File: src/cmam_pkg.sv
// ----------------------------------------------------------------------------
// cmam_pkg
// Shared types and constants of the masked centered moving average block.
// ----------------------------------------------------------------------------
package cmam_pkg;

	localparam int SAMPLE_W       = 32;
	localparam int WIN_W          = 5;
	localparam int MAX_WINDOW_DEF = 31;
	localparam int PASS_MIN       = 2;
	localparam int APB_W          = 32;
	localparam int ADDR_W         = 3;

	localparam logic [WIN_W-1:0] WIN_RESET  = 5'd3;
	localparam logic             REG_WINDOW = 1'b0;

	typedef enum logic [3:0] {
		ST_IDLE,
		ST_CLASSIFY,
		ST_CHECK,
		ST_DUMP_RD,
		ST_DUMP_OUT,
		ST_MEAN_INIT,
		ST_MEAN_RUN,
		ST_DIV_START,
		ST_DIV_WAIT,
		ST_MEAN_OUT
	} cmam_state_t;

	typedef enum logic [1:0] {
		OSEL_RAW_IN,
		OSEL_RAW_RING,
		OSEL_MEAN
	} cmam_osel_t;

	typedef struct packed {
		logic       take_in;
		logic       ring_wr;
		logic       end_stream;
		logic       dump_rd;
		logic       mean_init;
		logic       mean_run;
		logic       div_start;
		logic       load_out;
		cmam_osel_t out_sel;
	} cmam_cmd_t;

	typedef struct packed {
		logic pass;
		logic last;
		logic short_str;
		logic more;
		logic pend_nz;
		logic out_free;
		logic cnt_zero;
		logic mean_done;
		logic div_busy;
	} cmam_sts_t;

endpackage

File: src/cmam_div.sv
// ----------------------------------------------------------------------------
// cmam_div
// Restoring signed-by-unsigned divider, one quotient bit per cycle,
// quotient truncated toward zero.
// ----------------------------------------------------------------------------
module cmam_div
	import cmam_pkg::*;
#(
	parameter int NUM_W = 37,
	parameter int DEN_W = 5
) (
	input  logic                    clk,
	input  logic                    arst_n,
	input  logic                    start,
	input  logic signed [NUM_W-1:0] num,
	input  logic        [DEN_W-1:0] den,
	output logic                    busy,
	output logic signed [NUM_W-1:0] quot
);

	localparam int STEP_W = $clog2(NUM_W + 1);

	logic              busy_q;
	logic [STEP_W-1:0] step_q;
	logic [DEN_W-1:0]  rem_q;
	logic [NUM_W-1:0]  quo_q;
	logic [DEN_W-1:0]  den_q;
	logic              neg_q;
	logic [DEN_W:0]    trial;
	logic              fits;
	logic [NUM_W-1:0]  num_mag;

	always_comb begin
		trial   = {rem_q, quo_q[NUM_W-1]};
		fits    = trial >= {1'b0, den_q};
		num_mag = num[NUM_W-1] ? $unsigned(-num) : $unsigned(num);
	end

	always_ff @(posedge clk or negedge arst_n) begin
		if (!arst_n) begin
			busy_q <= 1'b0;
			step_q <= '0;
		end else if (start) begin
			busy_q <= 1'b1;
			step_q <= STEP_W'(NUM_W);
		end else if (busy_q) begin
			step_q <= step_q - 1'b1;
			if (step_q == STEP_W'(1))
				busy_q <= 1'b0;
		end
	end

	always_ff @(posedge clk) begin
		if (start) begin
			rem_q <= '0;
			quo_q <= num_mag;
			den_q <= den;
			neg_q <= num[NUM_W-1];
		end else if (busy_q) begin
			rem_q <= fits ? DEN_W'(trial - {1'b0, den_q}) : trial[DEN_W-1:0];
			quo_q <= {quo_q[NUM_W-2:0], fits};
		end
	end

	assign busy = busy_q;
	assign quot = neg_q ? $signed(-quo_q) : $signed(quo_q);

endmodule

File: src/cmam_dp.sv
// ----------------------------------------------------------------------------
// cmam_dp
// Datapath: sample ring, stream pointers, window sum and count, divider and
// result register.
// ----------------------------------------------------------------------------
module cmam_dp
	import cmam_pkg::*;
#(
	parameter int MAX_WINDOW = MAX_WINDOW_DEF
) (
	input  logic                       clk,
	input  logic                       arst_n,
	input  logic [WIN_W-1:0]           cfg_window,
	input  logic signed [SAMPLE_W-1:0] sample,
	input  logic                       is_outlier,
	input  logic                       last_sample,
	input  cmam_cmd_t                  cmd,
	output cmam_sts_t                  sts,
	input  logic                       out_stall,
	output logic                       out_valid,
	output logic signed [SAMPLE_W-1:0] average,
	output logic                       no_valid,
	output logic                       last_result
);

	localparam int DEPTH = MAX_WINDOW + 1;
	localparam int IDX_W = $clog2(DEPTH);
	localparam int SUM_W = SAMPLE_W + IDX_W;
	localparam int L_W   = (IDX_W > WIN_W) ? IDX_W : WIN_W;
	localparam int ENT_W = SAMPLE_W + 1;

	localparam logic [IDX_W:0]   DEPTH_X  = (IDX_W + 1)'(DEPTH);
	localparam logic [IDX_W-1:0] LAST_IDX = IDX_W'(DEPTH - 1);

	function automatic logic [IDX_W-1:0] inc_ptr(input logic [IDX_W-1:0] p);
		return (p == LAST_IDX) ? '0 : p + 1'b1;
	endfunction

	logic [ENT_W-1:0]    ring [DEPTH];
	logic [ENT_W-1:0]    ram_q;

	logic [SAMPLE_W-1:0] smp_q;
	logic                outl_q;
	logic                last_q;
	logic [WIN_W-1:0]    win_q;
	logic [WIN_W-1:0]    pos_q;
	logic [WIN_W-1:0]    nout_q;
	logic [IDX_W-1:0]    wr_q;
	logic [IDX_W-1:0]    rd_q;
	logic [IDX_W-1:0]    addr_q;
	logic [IDX_W-1:0]    left_q;
	logic                rdv_s1;
	logic signed [SUM_W-1:0] sum_q;
	logic [IDX_W-1:0]    cnt_q;

	logic                out_valid_q;
	logic [SAMPLE_W-1:0] average_q;
	logic                no_valid_q;
	logic                last_result_q;

	logic [WIN_W-1:0]    win_clip;
	logic [IDX_W:0]      pend_wide;
	logic [IDX_W-1:0]    pend;
	logic [WIN_W-1:0]    w2;
	logic [L_W-1:0]      pend_l;
	logic [L_W-1:0]      w2_l;
	logic [L_W-1:0]      nout_l;
	logic [L_W-1:0]      ahead_l;
	logic [L_W-1:0]      back_l;
	logic [L_W-1:0]      fwd_l;
	logic [IDX_W-1:0]    back_i;
	logic [IDX_W-1:0]    span;
	logic [IDX_W:0]      start_wide;
	logic [IDX_W-1:0]    start;
	logic                ring_re;
	logic [IDX_W-1:0]    ring_ra;
	logic                out_free;
	logic                cnt_zero;
	logic                div_busy;
	logic signed [SUM_W-1:0] quot;

	always_comb begin
		win_clip  = (int'(cfg_window) > MAX_WINDOW) ? WIN_W'(MAX_WINDOW) : cfg_window;
		pend_wide = (wr_q >= rd_q) ? {1'b0, wr_q} - {1'b0, rd_q}
		                           : {1'b0, wr_q} + DEPTH_X - {1'b0, rd_q};
		pend      = pend_wide[IDX_W-1:0];
		w2        = win_q >> 1;
		pend_l    = L_W'(pend);
		w2_l      = L_W'(w2);
		nout_l    = L_W'(nout_q);
		ahead_l   = pend_l - 1'b1;
		back_l    = (nout_l < w2_l) ? nout_l : w2_l;
		fwd_l     = (ahead_l < w2_l) ? ahead_l : w2_l;
		back_i    = IDX_W'(back_l);
		span      = IDX_W'(back_l + fwd_l + 1'b1);
		start_wide = (rd_q >= back_i) ? {1'b0, rd_q} - {1'b0, back_i}
		                              : {1'b0, rd_q} + DEPTH_X - {1'b0, back_i};
		start     = start_wide[IDX_W-1:0];
		ring_re   = cmd.dump_rd || (cmd.mean_run && left_q != '0);
		ring_ra   = cmd.dump_rd ? rd_q : addr_q;
		out_free  = !out_valid_q || !out_stall;
		cnt_zero  = cnt_q == '0;
	end

	always_comb begin
		sts.pass      = win_q < WIN_W'(PASS_MIN);
		sts.last      = last_q;
		sts.short_str = pos_q < win_q;
		sts.more      = last_q ? (pend != '0) : (pend_l > w2_l);
		sts.pend_nz   = pend != '0;
		sts.out_free  = out_free;
		sts.cnt_zero  = cnt_zero;
		sts.mean_done = (left_q == '0) && !rdv_s1;
		sts.div_busy  = div_busy;
	end

	cmam_div #(
		.NUM_W (SUM_W),
		.DEN_W (IDX_W)
	) u_div (
		.clk    (clk),
		.arst_n (arst_n),
		.start  (cmd.div_start && !cnt_zero),
		.num    (sum_q),
		.den    (cnt_q),
		.busy   (div_busy),
		.quot   (quot)
	);

	always_ff @(posedge clk) begin
		if (cmd.ring_wr)
			ring[wr_q] <= {outl_q, smp_q};
		if (ring_re)
			ram_q <= ring[ring_ra];
	end

	always_ff @(posedge clk or negedge arst_n) begin
		if (!arst_n) begin
			win_q       <= '0;
			pos_q       <= '0;
			nout_q      <= '0;
			wr_q        <= '0;
			rd_q        <= '0;
			left_q      <= '0;
			rdv_s1      <= 1'b0;
			out_valid_q <= 1'b0;
		end else begin
			if (cmd.take_in && pos_q == '0)
				win_q <= win_clip;
			if (cmd.ring_wr) begin
				wr_q <= inc_ptr(wr_q);
				if (pos_q < win_q)
					pos_q <= pos_q + 1'b1;
			end
			rdv_s1 <= cmd.mean_run && left_q != '0;
			if (cmd.mean_init)
				left_q <= span;
			else if (cmd.mean_run && left_q != '0)
				left_q <= left_q - 1'b1;
			if (cmd.load_out) begin
				out_valid_q <= 1'b1;
				if (cmd.out_sel != OSEL_RAW_IN)
					rd_q <= inc_ptr(rd_q);
				if (cmd.out_sel == OSEL_MEAN && nout_q != '1)
					nout_q <= nout_q + 1'b1;
			end else if (!out_stall) begin
				out_valid_q <= 1'b0;
			end
			if (cmd.end_stream) begin
				pos_q  <= '0;
				nout_q <= '0;
				wr_q   <= '0;
				rd_q   <= '0;
			end
		end
	end

	always_ff @(posedge clk) begin
		if (cmd.take_in) begin
			smp_q  <= sample;
			outl_q <= is_outlier;
			last_q <= last_sample;
		end
		if (cmd.mean_init) begin
			addr_q <= start;
			sum_q  <= '0;
			cnt_q  <= '0;
		end else begin
			if (cmd.mean_run && left_q != '0)
				addr_q <= inc_ptr(addr_q);
			if (rdv_s1 && !ram_q[SAMPLE_W]) begin
				sum_q <= sum_q + SUM_W'($signed(ram_q[SAMPLE_W-1:0]));
				cnt_q <= cnt_q + 1'b1;
			end
		end
		if (cmd.load_out) begin
			unique case (cmd.out_sel)
				OSEL_RAW_IN: begin
					average_q     <= smp_q;
					no_valid_q    <= 1'b0;
					last_result_q <= last_q;
				end
				OSEL_RAW_RING: begin
					average_q     <= ram_q[SAMPLE_W-1:0];
					no_valid_q    <= 1'b0;
					last_result_q <= pend == IDX_W'(1);
				end
				OSEL_MEAN: begin
					average_q     <= cnt_zero ? '0 : quot[SAMPLE_W-1:0];
					no_valid_q    <= cnt_zero;
					last_result_q <= last_q && pend == IDX_W'(1);
				end
				default: begin
					average_q     <= smp_q;
					no_valid_q    <= 1'b0;
					last_result_q <= last_q;
				end
			endcase
		end
	end

	assign out_valid   = out_valid_q;
	assign average     = $signed(average_q);
	assign no_valid    = no_valid_q;
	assign last_result = last_result_q;

	a_pos_within_window: assert property (@(posedge clk) disable iff (!arst_n)
		pos_q <= win_q)
		else $error("stream position passed the window");

	a_pending_within_window: assert property (@(posedge clk) disable iff (!arst_n)
		win_q >= WIN_W'(PASS_MIN) |-> pend_l <= L_W'(win_q))
		else $error("ring holds more samples than the window");

	a_load_into_free_slot: assert property (@(posedge clk) disable iff (!arst_n)
		cmd.load_out |-> out_free)
		else $error("result loaded over an untaken beat");

	a_div_start_idle: assert property (@(posedge clk) disable iff (!arst_n)
		cmd.div_start && !cnt_zero |-> !div_busy)
		else $error("divider restarted while busy");

endmodule

File: src/cmam_ctrl.sv
// ----------------------------------------------------------------------------
// cmam_ctrl
// Controller: sequences intake, pass-through output, ring write, raw dump
// and the per-result window scan and divide.
// ----------------------------------------------------------------------------
module cmam_ctrl
	import cmam_pkg::*;
(
	input  logic      clk,
	input  logic      arst_n,
	input  logic      in_valid,
	output logic      in_stall,
	input  cmam_sts_t sts,
	output cmam_cmd_t cmd
);

	cmam_state_t state_q;
	cmam_state_t state_d;

	always_ff @(posedge clk or negedge arst_n) begin
		if (!arst_n)
			state_q <= ST_IDLE;
		else
			state_q <= state_d;
	end

	always_comb begin
		state_d     = state_q;
		cmd         = '0;
		cmd.out_sel = OSEL_RAW_IN;
		in_stall    = 1'b1;
		unique case (state_q)
			ST_IDLE: begin
				in_stall = 1'b0;
				if (in_valid) begin
					cmd.take_in = 1'b1;
					state_d     = ST_CLASSIFY;
				end
			end
			ST_CLASSIFY: begin
				if (sts.pass) begin
					if (sts.out_free) begin
						cmd.load_out   = 1'b1;
						cmd.out_sel    = OSEL_RAW_IN;
						cmd.end_stream = sts.last;
						state_d        = ST_IDLE;
					end
				end else begin
					cmd.ring_wr = 1'b1;
					state_d     = ST_CHECK;
				end
			end
			ST_CHECK: begin
				if (sts.short_str) begin
					if (sts.last && sts.pend_nz) begin
						state_d = ST_DUMP_RD;
					end else begin
						cmd.end_stream = sts.last;
						state_d        = ST_IDLE;
					end
				end else if (sts.more) begin
					state_d = ST_MEAN_INIT;
				end else begin
					cmd.end_stream = sts.last;
					state_d        = ST_IDLE;
				end
			end
			ST_DUMP_RD: begin
				cmd.dump_rd = 1'b1;
				state_d     = ST_DUMP_OUT;
			end
			ST_DUMP_OUT: begin
				if (sts.out_free) begin
					cmd.load_out = 1'b1;
					cmd.out_sel  = OSEL_RAW_RING;
					state_d      = ST_CHECK;
				end
			end
			ST_MEAN_INIT: begin
				cmd.mean_init = 1'b1;
				state_d       = ST_MEAN_RUN;
			end
			ST_MEAN_RUN: begin
				cmd.mean_run = 1'b1;
				if (sts.mean_done)
					state_d = ST_DIV_START;
			end
			ST_DIV_START: begin
				cmd.div_start = 1'b1;
				state_d       = sts.cnt_zero ? ST_MEAN_OUT : ST_DIV_WAIT;
			end
			ST_DIV_WAIT: begin
				if (!sts.div_busy)
					state_d = ST_MEAN_OUT;
			end
			ST_MEAN_OUT: begin
				if (sts.out_free) begin
					cmd.load_out = 1'b1;
					cmd.out_sel  = OSEL_MEAN;
					state_d      = ST_CHECK;
				end
			end
			default: begin
				state_d = ST_IDLE;
			end
		endcase
	end

endmodule

File: src/centered_moving_average_masked.sv
// ----------------------------------------------------------------------------
// centered_moving_average_masked
// Centered moving average over a sample stream, outliers masked out.
// ----------------------------------------------------------------------------
// Input beats carry sample, is_outlier and last_sample; output beats carry
// average, no_valid and last_result. Both channels move a beat when valid is
// high and stall is low. The window length is written over the APB port at
// address 0 (reset 3) and is taken at the first beat of each stream.
// One input beat is worked on at a time; in_stall is high from acceptance
// until all of its results are in the output register.
// Pass-through (window below 2): one result per beat.
// Filling a stream: a beat gives no result.
// Each mean result: scan of the span (up to 2*(window/2)+1 samples) through
// the one read port of the sample ring, then the divider at one quotient bit
// per cycle. A short stream's raw dump reads each result from the ring and
// outputs it before the next check. Results lag the input by half a window
// and leave in bursts.
// A stalled output beat holds in the output register; the next result waits
// behind it. Reset clears the controller, the stream pointers and the window
// register; the sample ring is not cleared.
// ----------------------------------------------------------------------------
module centered_moving_average_masked
	import cmam_pkg::*;
#(
	parameter int MAX_WINDOW = MAX_WINDOW_DEF
) (
	input  logic                       clk,
	input  logic                       arst_n,
	input  logic                       psel,
	input  logic                       penable,
	input  logic                       pwrite,
	input  logic [ADDR_W-1:0]          paddr,
	input  logic [APB_W-1:0]           pwdata,
	output logic [APB_W-1:0]           prdata,
	output logic                       pready,
	input  logic                       in_valid,
	output logic                       in_stall,
	input  logic signed [SAMPLE_W-1:0] sample,
	input  logic                       is_outlier,
	input  logic                       last_sample,
	output logic                       out_valid,
	input  logic                       out_stall,
	output logic signed [SAMPLE_W-1:0] average,
	output logic                       no_valid,
	output logic                       last_result
);

	logic [WIN_W-1:0] window_q;
	logic             reg_hit;
	cmam_cmd_t        cmd;
	cmam_sts_t        sts;

	assign reg_hit = paddr[ADDR_W-1] == REG_WINDOW;
	assign pready  = 1'b1;
	assign prdata  = reg_hit ? APB_W'(window_q) : '0;

	always_ff @(posedge clk or negedge arst_n) begin
		if (!arst_n)
			window_q <= WIN_RESET;
		else if (psel && penable && pwrite && pready && reg_hit)
			window_q <= pwdata[WIN_W-1:0];
	end

	cmam_ctrl u_ctrl (
		.clk      (clk),
		.arst_n   (arst_n),
		.in_valid (in_valid),
		.in_stall (in_stall),
		.sts      (sts),
		.cmd      (cmd)
	);

	cmam_dp #(
		.MAX_WINDOW (MAX_WINDOW)
	) u_dp (
		.clk         (clk),
		.arst_n      (arst_n),
		.cfg_window  (window_q),
		.sample      (sample),
		.is_outlier  (is_outlier),
		.last_sample (last_sample),
		.cmd         (cmd),
		.sts         (sts),
		.out_stall   (out_stall),
		.out_valid   (out_valid),
		.average     (average),
		.no_valid    (no_valid),
		.last_result (last_result)
	);

endmodule
File: config.mk
export PLATFORM = sky130hd
export DESIGN_NAME = centered_moving_average_masked
export DESIGN_NICKNAME = d
export VERILOG_FILES = /design/src/cmam_pkg.sv /design/src/cmam_div.sv /design/src/cmam_dp.sv /design/src/cmam_ctrl.sv /design/src/centered_moving_average_masked.sv
export SDC_FILE = /design/constraint.sdc
export NUM_CORES = 2
export LEC_CHECK = 0
export BUFFER_PORTS_ARGS = -buffer_cell sky130_fd_sc_hd__buf_2
export CAP_MARGIN = 20
export CORE_ASPECT_RATIO = 1.2
export CORE_UTILIZATION = 30
export CTS_CLUSTER_DIAMETER = 100
export CTS_CLUSTER_SIZE = 30
export DETAILED_ROUTE_END_ITERATION = 16
export PLACE_DENSITY_LB_ADDON = 0.05
export REMOVE_ABC_BUFFERS = 1
export SYNTH_ARGS = -nofsm -noshare
export SYNTH_HDL_FRONTEND = slang
export SYNTH_SLANG_ARGS = --single-unit
File: constraint.sdc
create_clock -name clk -period 4.41 [get_ports clk]
set_input_delay 0.441 -clock clk [delete_from_list [all_inputs] [get_ports clk]]
set_output_delay 0.441 -clock clk [all_outputs]
set_load 0.01 [all_outputs]
-- Yosys cells after proc, flatten, opt, wreduce, memory -nomap -nowiden
Memories as Yosys holds them, arrays and structs flattened. A register that Yosys moved wholly into a read port is not among the register bits.
Cells that the tools add are included.
- bits in registers: 211
- bits in writable memories: 1056
- bits of input ports: 76
- word-level logic and storage cells: 189
- memories: 1
- memory list (name ; depth ; bits a word ; rd ports ; clocked after memory_dff ; write ports ; RTL line ; RTL):
    u_dp.ring ; 32 ; 33 ; 1 ; 1 ; 1 ; cmam_dp.sv:39 ; logic [ENT_W-1:0] ring [DEPTH];
- add/subtract/negate cells: 21
- magnitude comparators: 8
- equality and inequality tests: 23
- muxes and demuxes: 73
- bitwise logic cells: 1
- reduce and logical (&&, ||, !) cells: 37
- operators with widths (cell ; number):
    2-to-1 mux 5 bit ; 25
    2-to-1 mux 37 bit ; 3
    2-to-1 mux 32 bit ; 2
    case mux 32 bit (2 select lines) ; 1
    adder 5 x 1 -> 5 bit, second input constant ; 9
    adder 37 x 32 -> 37 bit ; 1
    negator 37 bit ; 1
    case mux 4 bit (9 select lines) ; 1
    negator 32 bit ; 1
    subtractor 5 bit ; 5
    2-to-1 mux 4 bit ; 6
    2-to-1 mux 1 bit ; 23
    2-to-1 mux 3 bit ; 6
    equality test 4 x 3 -> 1 bit, second input constant ; 4
    nonzero test 2 bit ; 8
    equality test 5 bit, second input constant ; 3
    zero test 5 bit ; 3
    2-to-1 mux 6 bit ; 2
    logical AND 1 bit ; 11
    greater-or-equal comparator 5 bit ; 2
    < comparator 5 x 4 -> 1 bit ; 2
    nonzero test 5 bit ; 2
    subtractor 5 x 1 -> 5 bit, second input constant ; 2
    case mux 3 bit (3 select lines) ; 1
    26 further kinds ; 39

-- Longest topological paths before layout
- depth after elaboration: 10
- depth in mapped cells: 21

-- Cells and area by module
Synthesis repeated with hierarchy kept, for this count alone.
- cells, all modules: 3537
- area total of the unflattened synthesis: 55643.4 um^2
- modules (own cells, without submodules) (module ; instances ; cells each ; area an instance (um^2) ; sequential area each (um^2)):
    cmam_dp ; 1 ; 2964 ; 50458.4 ; 36535.0
    cmam_div ; 1 ; 468 ; 4234.1 ; 1566.5
    cmam_ctrl ; 1 ; 59 ; 481.7 ; 100.1
    centered_moving_average_masked ; 1 ; 46 ; 469.2 ; 127.6

-- Worst setup path after synthesis
Ideal clock, no wire load.
- path kind: reg2reg
- start point: register u_dp.wr_q[0]
- end point: register u_dp.left_q[4]
- arrival time: 3.652 ns
- slack: 0.623 ns
- cell stages (with the launch flop): 20
- cell sequence: dfrtp_1 > inv_1 > ha_1 > inv_1 > fa_1 > inv_1 > ha_1 > ha_1 > nor2b_1 > o21ai_0 > nand2b_1 > a21oi_1 > nand3_1 > a21oi_1 > ha_1 > inv_1 > fa_1 > a21o_1 > a211oi_1 > a21oi_1
- longest elaborated chain between the ends: 9
- elaborated cells between the ends (all ways): 11
- those cells by class: add/sub (6); order compare (2); mux (3)
- ends and longest elaborated chain (element ; RTL line ; RTL):
    start: declaration ; cmam_dp.sv:48 ; logic [IDX_W-1:0] wr_q;
    start signal: assignment ; cmam_dp.sv:151 ; wr_q <= inc_ptr(wr_q);
    adder 5 x 1 -> 5 bit ; cmam_dp.sv:85 ; : {1'b0, wr_q} + DEPTH_X - {1'b0, rd_q};
    subtractor 5 bit ; cmam_dp.sv:85 ;
    2-to-1 mux 5 bit * ; cmam_dp.sv:84 ; pend_wide = (wr_q >= rd_q) ? {1'b0, wr_q} - {1'b0, rd_q}
    subtractor 5 x 1 -> 5 bit * ; cmam_dp.sv:91 ; ahead_l = pend_l - 1'b1;
    < comparator 5 x 4 -> 1 bit ; cmam_dp.sv:93 ; fwd_l = (ahead_l < w2_l) ? ahead_l : w2_l;
    2-to-1 mux 5 bit * ; cmam_dp.sv:93 ;
    adder 5 bit * ; cmam_dp.sv:95 ; span = IDX_W'(back_l + fwd_l + 1'b1);
    adder 5 x 1 -> 5 bit * ; cmam_dp.sv:95 ;
    2-to-1 mux 5 bit * ; cmam_dp.sv:156 ; if (cmd.mean_init)
    end signal: assignment ; cmam_dp.sv:157 ; left_q <= span;
    end signal: assignment ; cmam_dp.sv:159 ; left_q <= left_q - 1'b1;
    end: declaration ; cmam_dp.sv:51 ; logic [IDX_W-1:0] left_q;
Mark *: on every way between the ends. The rest lies on a longest branch, timed or not.
A chain may end at the register's enable or synchronous reset.

-- Worst setup path in the final report
Same ends and word-level chain as after synthesis.

==> results.json <==
{
  "ir_drop_mv": 0.366,
  "p_int_uw": 23300,
  "placed_area_mm2": 0.0596,
  "ios": 145,
  "switchingPower_uw": 13300,
  "flow.area_growth_from_synthesis_pct": 13.1,
  "preCtsSetupSlack_ps": 149,
  "async_flop_share_pct": 3.69,
  "wl_per_cell_um": 29.1,
  "cts_sinks": 1300,
  "cts_max_level": 2,
  "clk_pin_slew_ps": 110,
  "period_needed_ps": 4030,
  "maxCapViolCount": 0,
  "first_pass_iters": 5,
  "vias": 30500,
  "fin_tns_setup_ps": 0,
  "drv_slew": 0,
  "netlist.area_leader.share_pct": 65.8,
  "grt.overflow.total": 0,
  "grt_pass1_vias": 31500,
  "design_area_mm2": 0.0621,
  "setup_viol": 0,
  "nets": 3718,
  "place_congestion": 0.843,
  "drc": 0,
  "grt_usage_pct": 18.8,
  "viasPerCell": 5.09,
  "antenna_left": 0,
  "cts_inserted_buffers": 55,
  "row_count": 171,
  "cts_tree": "built",
  "wl_um": 175000,
  "cp-start-kind": "flip-flop",
  "ff_latch_area_mm2": 0.0383,
  "dieArea_mm2": 0.185,
  "synth_area_leaders": "edfxtp_1, mux4_2, nand2_1",
  "swShare_pct": 36.3,
  "status": "completed",
  "hpwl_um": 99300,
  "die_y_um": 471,
  "final_layout_size_suffix_gt1_share_pct": 18.2,
  "multiInputGateArea_mm2": 0.0160,
  "clk_latency_ps": 740,
  "root_buffer": "clkbuf_16",
  "seq_power_share_pct": 44.7,
  "ys.flop_type": "edfxtp_1",
  "crit_path_end_kind": "flip-flop",
  "finalCritPeriodShare_pct": 91.3,
  "synth_common_cells": "edfxtp_1, nand2_1, mux4_2, o21ai_0, nor2_1",
  "max_freq_ghz": 0.248,
  "skew_ps": 55.0,
  "yosys.area.top_type": "edfxtp_1",
  "seq_area_frac_synth_pct": 69.7,
  "grt_max_degree": 72,
  "max_slew.worst_pin.slew_ps": 1090,
  "fp.coreArea_mm2": 0.181,
  "yosys_warnings": 0,
  "arrival_ps": 4590,
  "antenna_found_initial": 19,
  "crit_fanout": 5,
  "grt_first_pass_wirelength_um": 245000,
  "crit_required_ps": 4980,
  "p_per_area_mw_per_mm2": 588,
  "syn_area_mm2": 0.0550,
  "crit_type": "flip-flop to flip-flop",
  "rsz0062_at_grt": "false",
  "syn_avg_cell_area_um2": 16.2,
  "start_util_pct": 30.3,
  "ys_seq_elements": 1300,
  "drt_iter0_drc": 2339,
  "chipWidth_um": 393,
  "leakage_uw": 0.0204,
  "clkPwrFrac_pct": 18.2,
  "finalHoldViolCount": 0,
  "clk_path_buf_depth": 3,
  "hold_class": "input pin to flip-flop",
  "port_buffers": 87,
  "pwr-share-comb_pct": 37.1,
  "setup_ws_ps": 385,
  "synth.most_common_cell": "edfxtp_1",
  "synth.distinct_cells": 73,
  "synth_edf_count": 1205,
  "relSlewSlack_pct": 27.4,
  "n_fill_cell": 17400,
  "synth_cells": 3383
}
final cells by class:
cell class	instances	share of cell area, %
Sequential cell	1300	61.7
Multi-Input combinational cell	1853	25.8
Tap cell	2422	4.88
Timing Repair Buffer	267	4.49
Clock buffer	71	2.38
Inverter	65	0.393
Clock inverter	17	0.374
Antenna cell	2	0.00805
placed cells by master (no fill, tap or decap), types with 9 or more instances in the layout:
cell,count
a32oi_1,33
nor2_4,34
edfxtp_1,1205
a21oi_1,99
dfrtp_1,46
dlygate4sd3_1,41
mux2_2,13
buf_12,51
inv_1,65
buf_4,75
xor2_1,58
dfxtp_1,47
nor2b_1,17
and3_1,46
buf_16,13
or3_1,22
clkbuf_1,14
nor3_1,29
nand2_1,407
clkbuf_16,57
buf_2,87
nand2b_1,21
nor2_1,90
ha_1,94
conb_1,28
a211oi_1,14
nand4_1,15
o21ai_0,141
xnor2_1,63
mux4_2,264
mux2i_1,39
o31ai_1,22
a22oi_1,30
and2_1,9
nand3_1,93
a21o_1,35
sequential cells by signal, summed over array words and instances (netlist names), 4 cells and up:
register / cells
u_dp.ring: 1056
u_dp.smp_q: 32
u_dp.cnt_q: 5
u_dp.average: 32
u_dp.pos_q: 5
window_q: 5
u_dp.sum_q: 37
u_dp.left_q: 5
u_dp.u_div.step_q: 6
u_dp.u_div.den_q: 5
u_dp.wr_q: 5
u_ctrl.state_q: 4
u_dp.u_div.quo_q: 37
u_dp.nout_l: 5
u_dp.win_q: 5
u_dp.ram_q: 33
u_dp.u_div.rem_q: 5
u_dp.addr_q: 5
u_dp.rd_q: 5
layer usage:
metal | wire length [um] | GRT usage (%) | vias to the layer above
met4 | 3260 | 3.60 | 0
met2 | 88700 | 32.9 | 672
li1 | - | - | 13400
met3 | 6340 | 1.83 | 120
met1 | 76300 | 25.3 | 16300
met5 | 0 | 0 | -
stage by stage:
step	hold WS (ps)	util, %	total power [uW]	cells
floorplan	145	-	24200	3218
global placement	489	32.8	30000	5847
detailed placement	500	32.8	30200	5848
CTS	244	34.0	36900	5977
global route	277	34.2	38600	5996
finish	286	34.3	36600	5997
worst paths after layout:
check                                     from                    to  slack, ps  cells after the start
max                               u_dp.wr_q[0]        u_dp.left_q[4]        380                     20
min                                     pwrite           window_q[2]        290                      3
max reg2reg                       u_dp.wr_q[0]        u_dp.left_q[4]        380                     20
min reg2reg                u_dp.u_div.rem_q[2]   u_dp.u_div.rem_q[2]        520                      2
max in group asynchronous               arst_n  u_dp.u_div.step_q[4]       3590                      3
min in group asynchronous               arst_n     u_ctrl.state_q[1]        370                      3
cells by family (layout without fill, tap and decap cells):
group	count (synthesis)	in the layout	share of synthesized area [%]
flip-flops	1300	1300	69.7
AND/OR/NAND/NOR	845	845	7.10
AO/OA/AOI/OAI	438	438	5.00
multiplexers	320	320	11.9
buffers and inverters	256	420	1.97
XOR/XNOR	122	122	1.94
adder cells (fa/ha/maj)	100	100	2.35
other	2	30	0.0137
power groups by stage:
stage | Combinational, uW | Sequential (uW) | Clock (uW)
global route | 14900 | 16500 | 7240
global placement | 13200 | 16800 | 0
finish | 13600 | 16300 | 6650
floorplan | 7840 | 16300 | 0
detailed placement | 13300 | 16900 | 0
CTS | 13400 | 16600 | 6930
worst max-delay path: stages (launching register included):
cell and delay [ps]:
dfrtp_1 380, inv_1 80, ha_1 140, inv_1 60, fa_1 520, inv_1 80, buf_4 140, ha_1 230
xnor2_2 180, ha_1 260, o21ai_1 90, nand2b_1 80, a21oi_1 200, nand3_2 160, a21oi_2 170, ha_1 150
inv_1 50, fa_1 390, a21o_1 190, a211oi_1 240, a21oi_1 80
timing repair:
action | in CTS | in global routing
endpoints found under the hold margin | 86 | 0
hold buffers | 41 | 0
endpoints found under the setup margin | 0 | 4
gates resized for setup | 0 | 4
setup buffers | 0 | 1
Note: power is estimated with default switching activity, not from simulation.
